$ cat src/sv/fpfa_pkg.sv
// Shared types, widths and codes for the fixed-partition fit allocator.
// No dependencies; imported by every module of the block.
`timescale 1ns / 1ps
`default_nettype none

package fpfa_pkg;

   // table geometry
   localparam int TABLE_DEPTH = 16;
   localparam int SIZE_BITS   = 16;

   localparam int IDX_W = (TABLE_DEPTH > 1) ? $clog2(TABLE_DEPTH) : 1;
   localparam int CNT_W = $clog2(TABLE_DEPTH + 1);

   // fixed field widths
   localparam int CMD_W    = 2;
   localparam int BIDX_W   = 4;
   localparam int AMT_W    = 16;
   localparam int STATUS_W = 2;
   localparam int CHOSEN_W = 4;
   localparam int SUM_W    = 20;
   localparam int MODE_W   = 2;
   localparam int BCNT_W   = 5;

   // compare width covers both stored sizes and requests
   localparam int CMP_W = (SIZE_BITS > AMT_W) ? SIZE_BITS : AMT_W;
   localparam int SAT_W = ((CMP_W > SUM_W) ? CMP_W : SUM_W) + 1;

   localparam logic [SUM_W-1:0]  SUM_MAX         = '1;
   localparam logic [BCNT_W-1:0] BLOCK_COUNT_RST = BCNT_W'(16);

   typedef enum logic [CMD_W-1:0] {
      CMD_LOAD  = 2'd0,
      CMD_ALLOC = 2'd1,
      CMD_CLEAR = 2'd2
   } cmd_type;

   typedef enum logic [MODE_W-1:0] {
      FIT_FIRST = 2'd0,
      FIT_BEST  = 2'd1,
      FIT_WORST = 2'd2
   } fit_type;

   typedef enum logic [STATUS_W-1:0] {
      RSP_DONE      = 2'd0,
      RSP_ALLOCATED = 2'd1,
      RSP_NO_FIT    = 2'd2
   } status_type;

   // scan unit -> top
   typedef struct packed {
      logic                 done;
      logic                 hit;
      logic [IDX_W-1:0]     index;
      logic [SIZE_BITS-1:0] size;
   } scan_result_type;

   // top -> block store
   typedef struct packed {
      logic                 size_we;
      logic [IDX_W-1:0]     size_idx;
      logic [SIZE_BITS-1:0] size_data;
      logic                 set_used;
      logic [IDX_W-1:0]     used_idx;
      logic                 clear_used;
   } store_update_type;

endpackage

`default_nettype wire

$ cat src/sv/fixed_partition_fit_allocator_top.sv
// Top level of the fixed-partition fit allocator: CSR port, command sequencer,
// result register. Depends on fpfa_pkg, fpfa_store and fpfa_scan.
//
// Usage
//  - req channel (valid/stall) carries one command beat: load a block size,
//    allocate a request, or clear all allocations. Every beat gives exactly one
//    rsp beat with status, granted block, leftover and running leftover total.
//  - Registers fit_mode (0 first, 1 best, 2 worst; 3 acts as first fit) and
//    block_count (saturates at the table depth) sit on the APB port at byte
//    addresses 0 and 4. Write them only while the block is idle.
//  - Sequence: a load or clear goes from acceptance to the done state and
//    then into the result register; an allocate first runs its scan. The
//    walk goes through one compare unit, one table entry a cycle, and stops
//    at the first hit in first-fit mode, otherwise after all block_count
//    entries. With block_count zero an allocate never fits.
//  - Flow: one beat at a time; req_stall is high from acceptance until
//    the result is loaded into the output register.
//  - rsp stall: the result register holds its beat; a new request may still be
//    accepted and works through its scan, then waits in the commit cycle
//    until the register frees. State is updated only at that commit.
//  - Reset (synchronous, active high): all blocks free, sizes read as zero,
//    total zero, fit_mode 0, block_count 16, no beat pending.
`timescale 1ns / 1ps
`default_nettype none

module fixed_partition_fit_allocator_top import fpfa_pkg::*; (
   input  wire logic                clock,
   input  wire logic                reset,
   // request channel
   input  wire logic                req_valid,
   output logic                     req_stall,
   input  wire logic [CMD_W-1:0]    req_cmd,
   input  wire logic [BIDX_W-1:0]   req_block_index,
   input  wire logic [AMT_W-1:0]    req_amount,
   // result channel
   output logic                     rsp_valid,
   input  wire logic                rsp_stall,
   output logic      [STATUS_W-1:0] rsp_status,
   output logic      [CHOSEN_W-1:0] rsp_chosen_block,
   output logic      [AMT_W-1:0]    rsp_leftover,
   output logic      [SUM_W-1:0]    rsp_total_leftover,
   // register port
   input  wire logic                psel,
   input  wire logic                penable,
   input  wire logic                pwrite,
   input  wire logic [2:0]          paddr,
   input  wire logic [31:0]         pwdata,
   output logic      [31:0]         prdata,
   output logic                     pready
);

   typedef enum logic [2:0] {
      ST_IDLE = 3'b001,
      ST_SCAN = 3'b010,
      ST_DONE = 3'b100
   } state_type;

   // register select is the word address bit
   localparam logic REG_FIT_MODE    = 1'b0;
   localparam logic REG_BLOCK_COUNT = 1'b1;

   state_type           state_ff, state_in;
   logic [CMD_W-1:0]    cmd_ff;
   logic [BIDX_W-1:0]   idx_ff;
   logic [AMT_W-1:0]    amount_ff;
   logic [MODE_W-1:0]   fit_mode_ff, fit_mode_in;
   logic [BCNT_W-1:0]   block_count_ff, block_count_in;
   logic [SUM_W-1:0]    sum_ff, sum_in;
   logic                rsp_valid_ff, rsp_valid_in;
   logic [STATUS_W-1:0] rsp_status_ff, rsp_status_in;
   logic [CHOSEN_W-1:0] rsp_chosen_ff, rsp_chosen_in;
   logic [AMT_W-1:0]    rsp_left_ff, rsp_left_in;

   logic                accept;
   logic                out_free;
   logic                commit;
   logic                csr_write;
   logic [CNT_W-1:0]    count_n;
   logic [CMP_W-1:0]    diff;
   logic [SAT_W-1:0]    room;
   logic [SUM_W-1:0]    sum_added;
   logic [IDX_W-1:0]    scan_ptr;
   logic [SIZE_BITS-1:0] rd_size;
   logic                rd_used;
   scan_result_type     scan_res;
   store_update_type    upd;

   assign accept    = req_valid && !req_stall;
   assign req_stall = (state_ff != ST_IDLE);
   assign out_free  = !rsp_valid_ff || !rsp_stall;
   assign commit    = (state_ff == ST_DONE) && out_free;

   // ---- register port ----
   assign pready    = 1'b1;
   assign csr_write = psel && penable && pwrite && pready;

   always_comb begin
      fit_mode_in    = fit_mode_ff;
      block_count_in = block_count_ff;
      if (csr_write) begin
         unique case (paddr[2])
            REG_FIT_MODE:    fit_mode_in    = pwdata[MODE_W-1:0];
            REG_BLOCK_COUNT: block_count_in = pwdata[BCNT_W-1:0];
            default:         fit_mode_in    = fit_mode_ff;
         endcase
      end
      unique case (paddr[2])
         REG_FIT_MODE:    prdata = {{(32-MODE_W){1'b0}}, fit_mode_ff};
         REG_BLOCK_COUNT: prdata = {{(32-BCNT_W){1'b0}}, block_count_ff};
         default:         prdata = '0;
      endcase
   end

   // active entries: count above the table depth saturates
   assign count_n = (int'(block_count_ff) > TABLE_DEPTH) ? CNT_W'(TABLE_DEPTH)
                                                         : CNT_W'(block_count_ff);

   // ---- sequencer ----
   always_comb begin
      state_in = state_ff;
      unique case (state_ff)
         ST_IDLE: begin
            if (accept) begin
               state_in = (req_cmd == CMD_ALLOC) ? ST_SCAN : ST_DONE;
            end
         end
         ST_SCAN: begin
            if (scan_res.done) begin
               state_in = ST_DONE;
            end
         end
         ST_DONE: begin
            if (out_free) begin
               state_in = ST_IDLE;
            end
         end
         default: begin
            state_in = ST_IDLE;
         end
      endcase
   end

   // ---- commit: table update, saturating total, result beat ----
   always_comb begin
      diff      = CMP_W'(scan_res.size) - CMP_W'(amount_ff);
      room      = SAT_W'(SUM_MAX) - SAT_W'(sum_ff);
      sum_added = (SAT_W'(diff) >= room) ? SUM_MAX : (sum_ff + SUM_W'(diff));

      upd            = '0;
      upd.size_idx   = IDX_W'(idx_ff);
      upd.size_data  = SIZE_BITS'(amount_ff);
      upd.used_idx   = scan_res.index;

      sum_in        = sum_ff;
      rsp_valid_in  = rsp_valid_ff && rsp_stall;
      rsp_status_in = rsp_status_ff;
      rsp_chosen_in = rsp_chosen_ff;
      rsp_left_in   = rsp_left_ff;

      if (commit) begin
         rsp_valid_in  = 1'b1;
         rsp_status_in = RSP_DONE;
         rsp_chosen_in = '0;
         rsp_left_in   = '0;
         if (cmd_ff == CMD_LOAD) begin
            // out-of-table index is answered but ignored
            upd.size_we = (int'(idx_ff) < TABLE_DEPTH);
         end else if (cmd_ff == CMD_ALLOC) begin
            if (scan_res.hit) begin
               upd.set_used  = 1'b1;
               sum_in        = sum_added;
               rsp_status_in = RSP_ALLOCATED;
               rsp_chosen_in = CHOSEN_W'(scan_res.index);
               rsp_left_in   = AMT_W'(diff);
            end else begin
               rsp_status_in = RSP_NO_FIT;
            end
         end else if (cmd_ff == CMD_CLEAR) begin
            upd.clear_used = 1'b1;
            sum_in         = '0;
         end
      end
   end

   always_ff @(posedge clock) begin
      if (reset) begin
         state_ff       <= ST_IDLE;
         fit_mode_ff    <= MODE_W'(FIT_FIRST);
         block_count_ff <= BLOCK_COUNT_RST;
         sum_ff         <= '0;
         rsp_valid_ff   <= 1'b0;
      end else begin
         state_ff       <= state_in;
         fit_mode_ff    <= fit_mode_in;
         block_count_ff <= block_count_in;
         sum_ff         <= sum_in;
         rsp_valid_ff   <= rsp_valid_in;
      end
   end

   // payload registers
   always_ff @(posedge clock) begin
      if (accept) begin
         cmd_ff    <= req_cmd;
         idx_ff    <= req_block_index;
         amount_ff <= req_amount;
      end
      rsp_status_ff <= rsp_status_in;
      rsp_chosen_ff <= rsp_chosen_in;
      rsp_left_ff   <= rsp_left_in;
      if (commit) begin
         rsp_total_leftover <= sum_in;
      end
   end

   assign rsp_valid        = rsp_valid_ff;
   assign rsp_status       = rsp_status_ff;
   assign rsp_chosen_block = rsp_chosen_ff;
   assign rsp_leftover     = rsp_left_ff;

   // ---- sub-blocks ----
   fpfa_store u_store (
      .clock   (clock),
      .reset   (reset),
      .upd     (upd),
      .rd_ptr  (scan_ptr),
      .rd_size (rd_size),
      .rd_used (rd_used)
   );

   fpfa_scan u_scan (
      .clock    (clock),
      .reset    (reset),
      .start    (accept && (req_cmd == CMD_ALLOC)),
      .fit_mode (fit_mode_ff),
      .count_n  (count_n),
      .request  (amount_ff),
      .rd_size  (rd_size),
      .rd_used  (rd_used),
      .rd_ptr   (scan_ptr),
      .result   (scan_res)
   );

`ifndef SYNTHESIS
   a_alloc_scans: assert property (@(posedge clock) disable iff (reset)
      (accept && (req_cmd == CMD_ALLOC)) |=> (state_ff == ST_SCAN))
      else $error("allocate beat did not start a scan");

   a_miss_fields_zero: assert property (@(posedge clock) disable iff (reset)
      (rsp_valid_ff && (rsp_status_ff != RSP_ALLOCATED))
         |-> ((rsp_chosen_ff == '0) && (rsp_left_ff == '0)))
      else $error("non-grant result carries block or leftover");

   a_clear_zeroes_total: assert property (@(posedge clock) disable iff (reset)
      (commit && (cmd_ff == CMD_CLEAR)) |=> (sum_ff == '0))
      else $error("clear left a non-zero leftover total");

   a_total_grows: assert property (@(posedge clock) disable iff (reset)
      (commit && (cmd_ff == CMD_ALLOC)) |=> (sum_ff >= $past(sum_ff)))
      else $error("leftover total fell on an allocate");
`endif

endmodule

`default_nettype wire

$ cat src/sv/fpfa_store.sv
// Block size table and used flags, one read port at the scan pointer.
// Depends on fpfa_pkg.
`timescale 1ns / 1ps
`default_nettype none

module fpfa_store import fpfa_pkg::*; (
   input  wire logic                 clock,
   input  wire logic                 reset,
   input  wire store_update_type     upd,
   input  wire logic [IDX_W-1:0]     rd_ptr,
   output logic      [SIZE_BITS-1:0] rd_size,
   output logic                      rd_used
);

   logic [SIZE_BITS-1:0]   size_ff [TABLE_DEPTH];
   logic [TABLE_DEPTH-1:0] valid_ff;
   logic [TABLE_DEPTH-1:0] valid_in;
   logic [TABLE_DEPTH-1:0] used_ff;
   logic [TABLE_DEPTH-1:0] used_in;

   always_comb begin
      valid_in = valid_ff;
      used_in  = used_ff;
      if (upd.size_we) begin
         valid_in[upd.size_idx] = 1'b1;
      end
      if (upd.clear_used) begin
         used_in = '0;
      end else if (upd.set_used) begin
         used_in[upd.used_idx] = 1'b1;
      end
   end

   always_ff @(posedge clock) begin
      if (reset) begin
         valid_ff <= '0;
         used_ff  <= '0;
      end else begin
         valid_ff <= valid_in;
         used_ff  <= used_in;
      end
   end

   // sizes carry no reset; an unwritten entry reads as zero via valid_ff
   always_ff @(posedge clock) begin
      if (upd.size_we) begin
         size_ff[upd.size_idx] <= upd.size_data;
      end
   end

   always_comb begin
      rd_size = valid_ff[rd_ptr] ? size_ff[rd_ptr] : '0;
      rd_used = used_ff[rd_ptr];
   end

endmodule

`default_nettype wire

$ cat src/sv/fpfa_scan.sv
// Scan sequencer: walks the table one entry a cycle through a shared compare unit.
// Depends on fpfa_pkg; reads entries from fpfa_store.
`timescale 1ns / 1ps
`default_nettype none

module fpfa_scan import fpfa_pkg::*; (
   input  wire logic                 clock,
   input  wire logic                 reset,
   input  wire logic                 start,
   input  wire logic [MODE_W-1:0]    fit_mode,
   input  wire logic [CNT_W-1:0]     count_n,
   input  wire logic [AMT_W-1:0]     request,
   input  wire logic [SIZE_BITS-1:0] rd_size,
   input  wire logic                 rd_used,
   output logic      [IDX_W-1:0]     rd_ptr,
   output scan_result_type           result
);

   typedef enum logic [1:0] {
      SC_IDLE = 2'b01,
      SC_RUN  = 2'b10
   } scan_state_type;

   scan_state_type       state_ff, state_in;
   logic [IDX_W-1:0]     ptr_ff, ptr_in;
   logic                 have_ff, have_in;
   logic                 done_ff, done_in;
   logic [IDX_W-1:0]     best_idx_ff, best_idx_in;
   logic [SIZE_BITS-1:0] best_size_ff, best_size_in;

   logic [CMP_W-1:0] req_w;
   logic [CMP_W-1:0] cur_w;
   logic [CMP_W-1:0] best_w;
   logic             is_best;
   logic             is_worst;
   logic             fits;
   logic             bigger;
   logic             smaller;
   logic             take;
   logic             first_hit;
   logic             last;

   // shared compare unit
   always_comb begin
      req_w     = CMP_W'(request);
      cur_w     = CMP_W'(rd_size);
      best_w    = CMP_W'(best_size_ff);
      is_best   = (fit_mode == FIT_BEST);
      is_worst  = (fit_mode == FIT_WORST);
      fits      = (cur_w >= req_w);
      bigger    = !have_ff || (cur_w > best_w);
      smaller   = !have_ff || (cur_w < best_w);
      if (rd_used) begin
         take = 1'b0;
      end else if (is_worst) begin
         take = bigger;
      end else if (is_best) begin
         take = fits && smaller;
      end else begin
         take = fits;
      end
      first_hit = take && !is_best && !is_worst;
      last      = (CNT_W'(ptr_ff) == (count_n - CNT_W'(1)));
   end

   always_comb begin
      state_in     = state_ff;
      ptr_in       = ptr_ff;
      have_in      = have_ff;
      done_in      = 1'b0;
      best_idx_in  = best_idx_ff;
      best_size_in = best_size_ff;
      unique case (state_ff)
         SC_IDLE: begin
            if (start) begin
               ptr_in  = '0;
               have_in = 1'b0;
               if (count_n == '0) begin
                  done_in = 1'b1;
               end else begin
                  state_in = SC_RUN;
               end
            end
         end
         SC_RUN: begin
            if (take) begin
               have_in      = 1'b1;
               best_idx_in  = ptr_ff;
               best_size_in = rd_size;
            end
            if (first_hit || last) begin
               state_in = SC_IDLE;
               done_in  = 1'b1;
            end else begin
               ptr_in = ptr_ff + IDX_W'(1);
            end
         end
         default: begin
            state_in = SC_IDLE;
         end
      endcase
   end

   always_ff @(posedge clock) begin
      if (reset) begin
         state_ff <= SC_IDLE;
         ptr_ff   <= '0;
         have_ff  <= 1'b0;
         done_ff  <= 1'b0;
      end else begin
         state_ff <= state_in;
         ptr_ff   <= ptr_in;
         have_ff  <= have_in;
         done_ff  <= done_in;
      end
   end

   always_ff @(posedge clock) begin
      best_idx_ff  <= best_idx_in;
      best_size_ff <= best_size_in;
   end

   assign rd_ptr = ptr_ff;

   // worst fit decides on the largest block only once the walk is over
   always_comb begin
      result.done  = done_ff;
      result.hit   = have_ff && (!is_worst || (best_w >= req_w));
      result.index = best_idx_ff;
      result.size  = best_size_ff;
   end

`ifndef SYNTHESIS
   a_ptr_in_range: assert property (@(posedge clock) disable iff (reset)
      (state_ff == SC_RUN) |-> (CNT_W'(ptr_ff) < count_n))
      else $error("scan pointer beyond active block count");

   a_done_pulse: assert property (@(posedge clock) disable iff (reset)
      done_ff |=> !done_ff)
      else $error("scan done held for more than one cycle");

   a_start_moves: assert property (@(posedge clock) disable iff (reset)
      (start && (state_ff == SC_IDLE)) |=> ((state_ff == SC_RUN) || done_ff))
      else $error("scan start neither ran nor finished");
`endif

endmodule

`default_nettype wire

$ cat config.mk
export PLATFORM = sky130hd
export DESIGN_NAME = fixed_partition_fit_allocator_top
export DESIGN_NICKNAME = d
export VERILOG_FILES = /design/src/sv/fpfa_pkg.sv /design/src/sv/fixed_partition_fit_allocator_top.sv /design/src/sv/fpfa_store.sv /design/src/sv/fpfa_scan.sv
export SDC_FILE = /design/constraint.sdc
export NUM_CORES = 1
export LEC_CHECK = 0
export ABC_AREA = 1
export BUFFER_PORTS_ARGS = -buffer_cell sky130_fd_sc_hd__buf_4
export CAP_MARGIN = 15
export CORE_UTILIZATION = 40
export CTS_CLUSTER_DIAMETER = 120
export DETAILED_ROUTE_END_ITERATION = 6
export PLACE_DENSITY_LB_ADDON = 0.1
export SLEW_MARGIN = 20
export SYNTH_ARGS = -nofsm -noshare
export SYNTH_HDL_FRONTEND = slang
export SYNTH_SLANG_ARGS = --single-unit
$ cat constraint.sdc
create_clock -name clock -period 7 [get_ports clock]
set_input_delay 0.7 -clock clock [delete_from_list [all_inputs] [get_ports clock]]
set_output_delay 0.7 -clock clock [all_outputs]
set_load 0.005 [all_outputs]
==> results.md <==
- Die X: roughly 220 um
- Highest Clock Rate: roughly 0.21 GHz
- GRT Resource Usage Total: a little under a fifth
- First-pass GRT wire length: 70.94 mm
- Clk pwr share: between 40 and 50%
- Dpl hpwl: around 30 mm
- Die Area: 49310 um2
- Syn Inst Count: 1836
- Switching Share: between 20% and 30%
- RR Startpoint: amount_ff[0]
- Routed len/inst: around 18 um
- Combinational cell fraction of total power: just under 8%
- Vias/cell: approximately 5.0
- Root buf cell: clkbuf_16
- WP data required: about 7.3 ns
- Final hold violations: 0
- Area Growth Syn to Fin: 13.96%
- Post_cts resized: 0
- Die Height: between 200 and 250 um
- Crit path from: amount_ff[0]
- Post-Syn Area: around 19000 um2
- Clock transition at path regs: roughly 0.060 ns
- Site Rows: 80
- Flop pwr share: 50.1%
- Port bufs: between 80 and 90
- Max Buffers Root-to-Sink: 3
- Synthesis-stage register bit count: around 420
- CP Class: flip-flop to flip-flop
- Global route overflow: 0
- Worst Path Arrival: between 5 and 6 ns
- Synth warn: 0
- Slew HR: approximately 28%
- Worst Tran Pin Value: roughly 1.1 ns
- Antenna fix cells: 0
- RSZ-0062 raised after global routing: no
- Post-Syn Area per Cell: ~11 um2
- Unique masters post-synth: 50
- # fillers: between 4000 and 5000
- Worst path bufs/invs: 4
- CTS tree: yes
- Routed Antenna Nets: 0
- Most common flop cell mapped by yosys: edfxtp_1
- Post-route cell area: between 20000 and 25000 um2
- Starting DRT DRC Count: about 850
- Min cycle time layout: between 4 and 5 ns
- Via count: 12890
- Area of the core: 47750 um2
- Share of cells above drive strength 1: a little under an eighth
- Fin worst setup slack: about 2.1 ns
- Pint: 0.004257 W
- Final core occ: roughly 46%
- Worst-path maximum fanout: 18
- Fraction of registers with async set/reset: 0%
- Worst min-delay path startpoint: req_block_index[1]
- Final nets: a little over 2000
- Total I/O pin count: roughly 140
- Gpl congestion: around 0.83
- Post-CTS setup buffers: 0
- Cell Area, Placed: approximately 21000 um2
- Outcome: finished clean
- Worst path max stage delay: 0.63 ns
- Initial antenna violation count: 0
- Final setup violation count: 0
- Largest net degree at the start of global routing: 70
- Clock Skews: ~0.019 ns
- CP startpoint kind: flip-flop
- Period Utilization, post-route: between 60% and 70%
- Crit-path slowest cell: edfxtp_1
- TNS Setup: 0 ns
- Hold WS: about 0.29 ns
- Routed WL: 45.45 mm
- Top delay family on crit path: compound AO/OA/AOI/OAI gates
- Peak supply drop: roughly 0.14 mV
- P per Cell Area: 252.1 nW/um2
- Clock H-tree levels: 2
- P_sw: between 0.001 and 0.0015 W
- CTS Sinks: ~420
- Hold WC Path Type: primary input to flip-flop
- MaxCap Viol Count: 0
- Detailed Routing Iterations Pass 1: 5
- DP Worst Slack: 2.087 ns
- Register area share after synthesis: between 60% and 70%
- Post-synth EDFFs: 340
- Leak: between 8 and 9 nW
- Vias in the first global route: approximately 12000
- Clk_lat worst skew: approximately 0.58 ns
- Initial Util: about two fifths
- CTS buffer count: 45
- Crit end category: flip-flop
- Detailed-route DRC error count: 0
- # hold bufs at CTS: 0
- Final max-slew violation count: 0
-- cells in the mapped netlist (all sizes together), types with 31 or more instances --
cell    count  area (um2)
inv       231       867.1
ha         70       875.8
nand3      47       240.2
edfxtp    340       10210
o21ai     195       994.7
clkbuf     31       116.4
nand2     259       977.2
buf        60       395.4
mux2i      64       640.6
nor2      163       636.9
dfxtp      75        1501
a21oi     160       823.3
-- power groups by stage --
| stage | combinational (W) | clock, W | sequential, W |
|---|---|---|---|
| after CTS | 0.000434 | 0.00241 | 0.00279 |
| after global placement | 0.000427 | 0 | 0.00284 |
| after global routing | 0.000488 | 0.00250 | 0.00280 |
| after floorplan | 0.000315 | 0 | 0.00281 |
| final | 0.000428 | 0.00235 | 0.00279 |
| after detailed placement | 0.000432 | 0 | 0.00284 |
-- path summary, 6_finish.rpt --
path	to	slack [ns]	depth (start not counted)
min reg2reg	u_store.used_ff[6]	0.45	2
max reg2reg	rsp_total_leftover[11]	2.13	25
min	idx_ff[1]	0.29	1
max	rsp_total_leftover[11]	2.13	25
-- area by class of cell --
| type | count | area (um2) | share of cell area (%) |
|---|---|---|---|
| Clock buffer | 60 | 1224 | 5.544 |
| Clock inverter | 20 | 221.5 | 1.003 |
| Inverter | 232 | 875.8 | 3.968 |
| Multi-Input combinational cell | 1124 | 6415 | 29.06 |
| Sequential cell | 415 | 11720 | 53.08 |
| Tap cell | 615 | 769.5 | 3.486 |
| Timing Repair Buffer | 110 | 850.8 | 3.855 |
-- cell families (layout without fill, tap and decap cells) --
group | count (synthesis) | count (layout) | synth area share (%)
compound gates | 422 | 422 | 12.07
fa+ha+maj | 72 | 72 | 4.729
xor+xnor | 27 | 27 | 1.221
mux | 64 | 64 | 3.307
flops | 415 | 415 | 60.47
buf+inv | 323 | 422 | 7.164
simple gates | 511 | 511 | 11.01
other cells | 2 | 28 | 0.03877
-- registers in the layout, indices dropped and copies added, names as in the netlist, named ones only --
| register | flops |
|---|---|
| u_scan.done_ff | 1 |
| idx_ff | 4 |
| u_scan.have_ff | 1 |
| u_scan.best_idx_ff | 4 |
| rsp_valid | 1 |
| state_ff | 3 |
| fit_mode_ff | 2 |
| rsp_chosen_block | 4 |
| u_scan.best_size_ff | 16 |
| u_store.valid_ff | 16 |
| rsp_status | 2 |
| u_store.used_ff | 16 |
| amount_ff | 16 |
| sum_ff | 20 |
| rsp_leftover | 16 |
| cmd_ff | 2 |
| u_scan.state_ff | 2 |
| u_store.size_ff | 256 |
| rsp_total_leftover | 20 |
| u_scan.rd_ptr | 4 |
| block_count_ff | 5 |
-- stage by stage --
step / instances / total power [W]
global route: 2576 / 0.005779
detailed placement: 2496 / 0.003272
floorplan: 1862 / 0.003128
CTS: 2576 / 0.005634
finish: 2576 / 0.005565
global placement: 2496 / 0.003265
-- layer usage --
layer / vias up / global-route usage (%) / routed length [um]
li1: 6460 / - / -
met1: 6148 / 26.16 / 21690
met2: 223 / 29.99 / 20910
met3: 55 / 2.823 / 1962
met4: 0 / 5.399 / 879
met5: - / 0 / 0
-- layout by cell type (no fill, tap or decap), types with 6 or more instances in the layout --
| cell type | netlist | final |
|---|---|---|
| xnor2_1 | 9 | 9 |
| o211ai_1 | 23 | 23 |
| o21ai_0 | 185 | 185 |
| buf_4 | 30 | 108 |
| inv_1 | 228 | 228 |
| o21ba_2 | 8 | 8 |
| o22ai_1 | 10 | 10 |
| mux2i_1 | 64 | 64 |
| nor2_1 | 157 | 140 |
| nand4_1 | 11 | 11 |
| xor2_1 | 18 | 18 |
| clkbuf_16 | 0 | 46 |
| a21oi_2 | 6 | 6 |
| dfxtp_1 | 75 | 73 |
| clkbuf_1 | 31 | 12 |
| nor2_2 | 4 | 20 |
| a21o_1 | 8 | 8 |
| nand3_1 | 46 | 46 |
| edfxtp_1 | 340 | 340 |
| nor3_1 | 17 | 17 |
| conb_1 | 2 | 28 |
| clkinv_2 | 0 | 7 |
| nand2_1 | 257 | 257 |
| a21oi_1 | 154 | 154 |
| clkinv_1 | 0 | 7 |
| ha_1 | 70 | 70 |
Note: power is estimated with default switching activity, not from simulation.
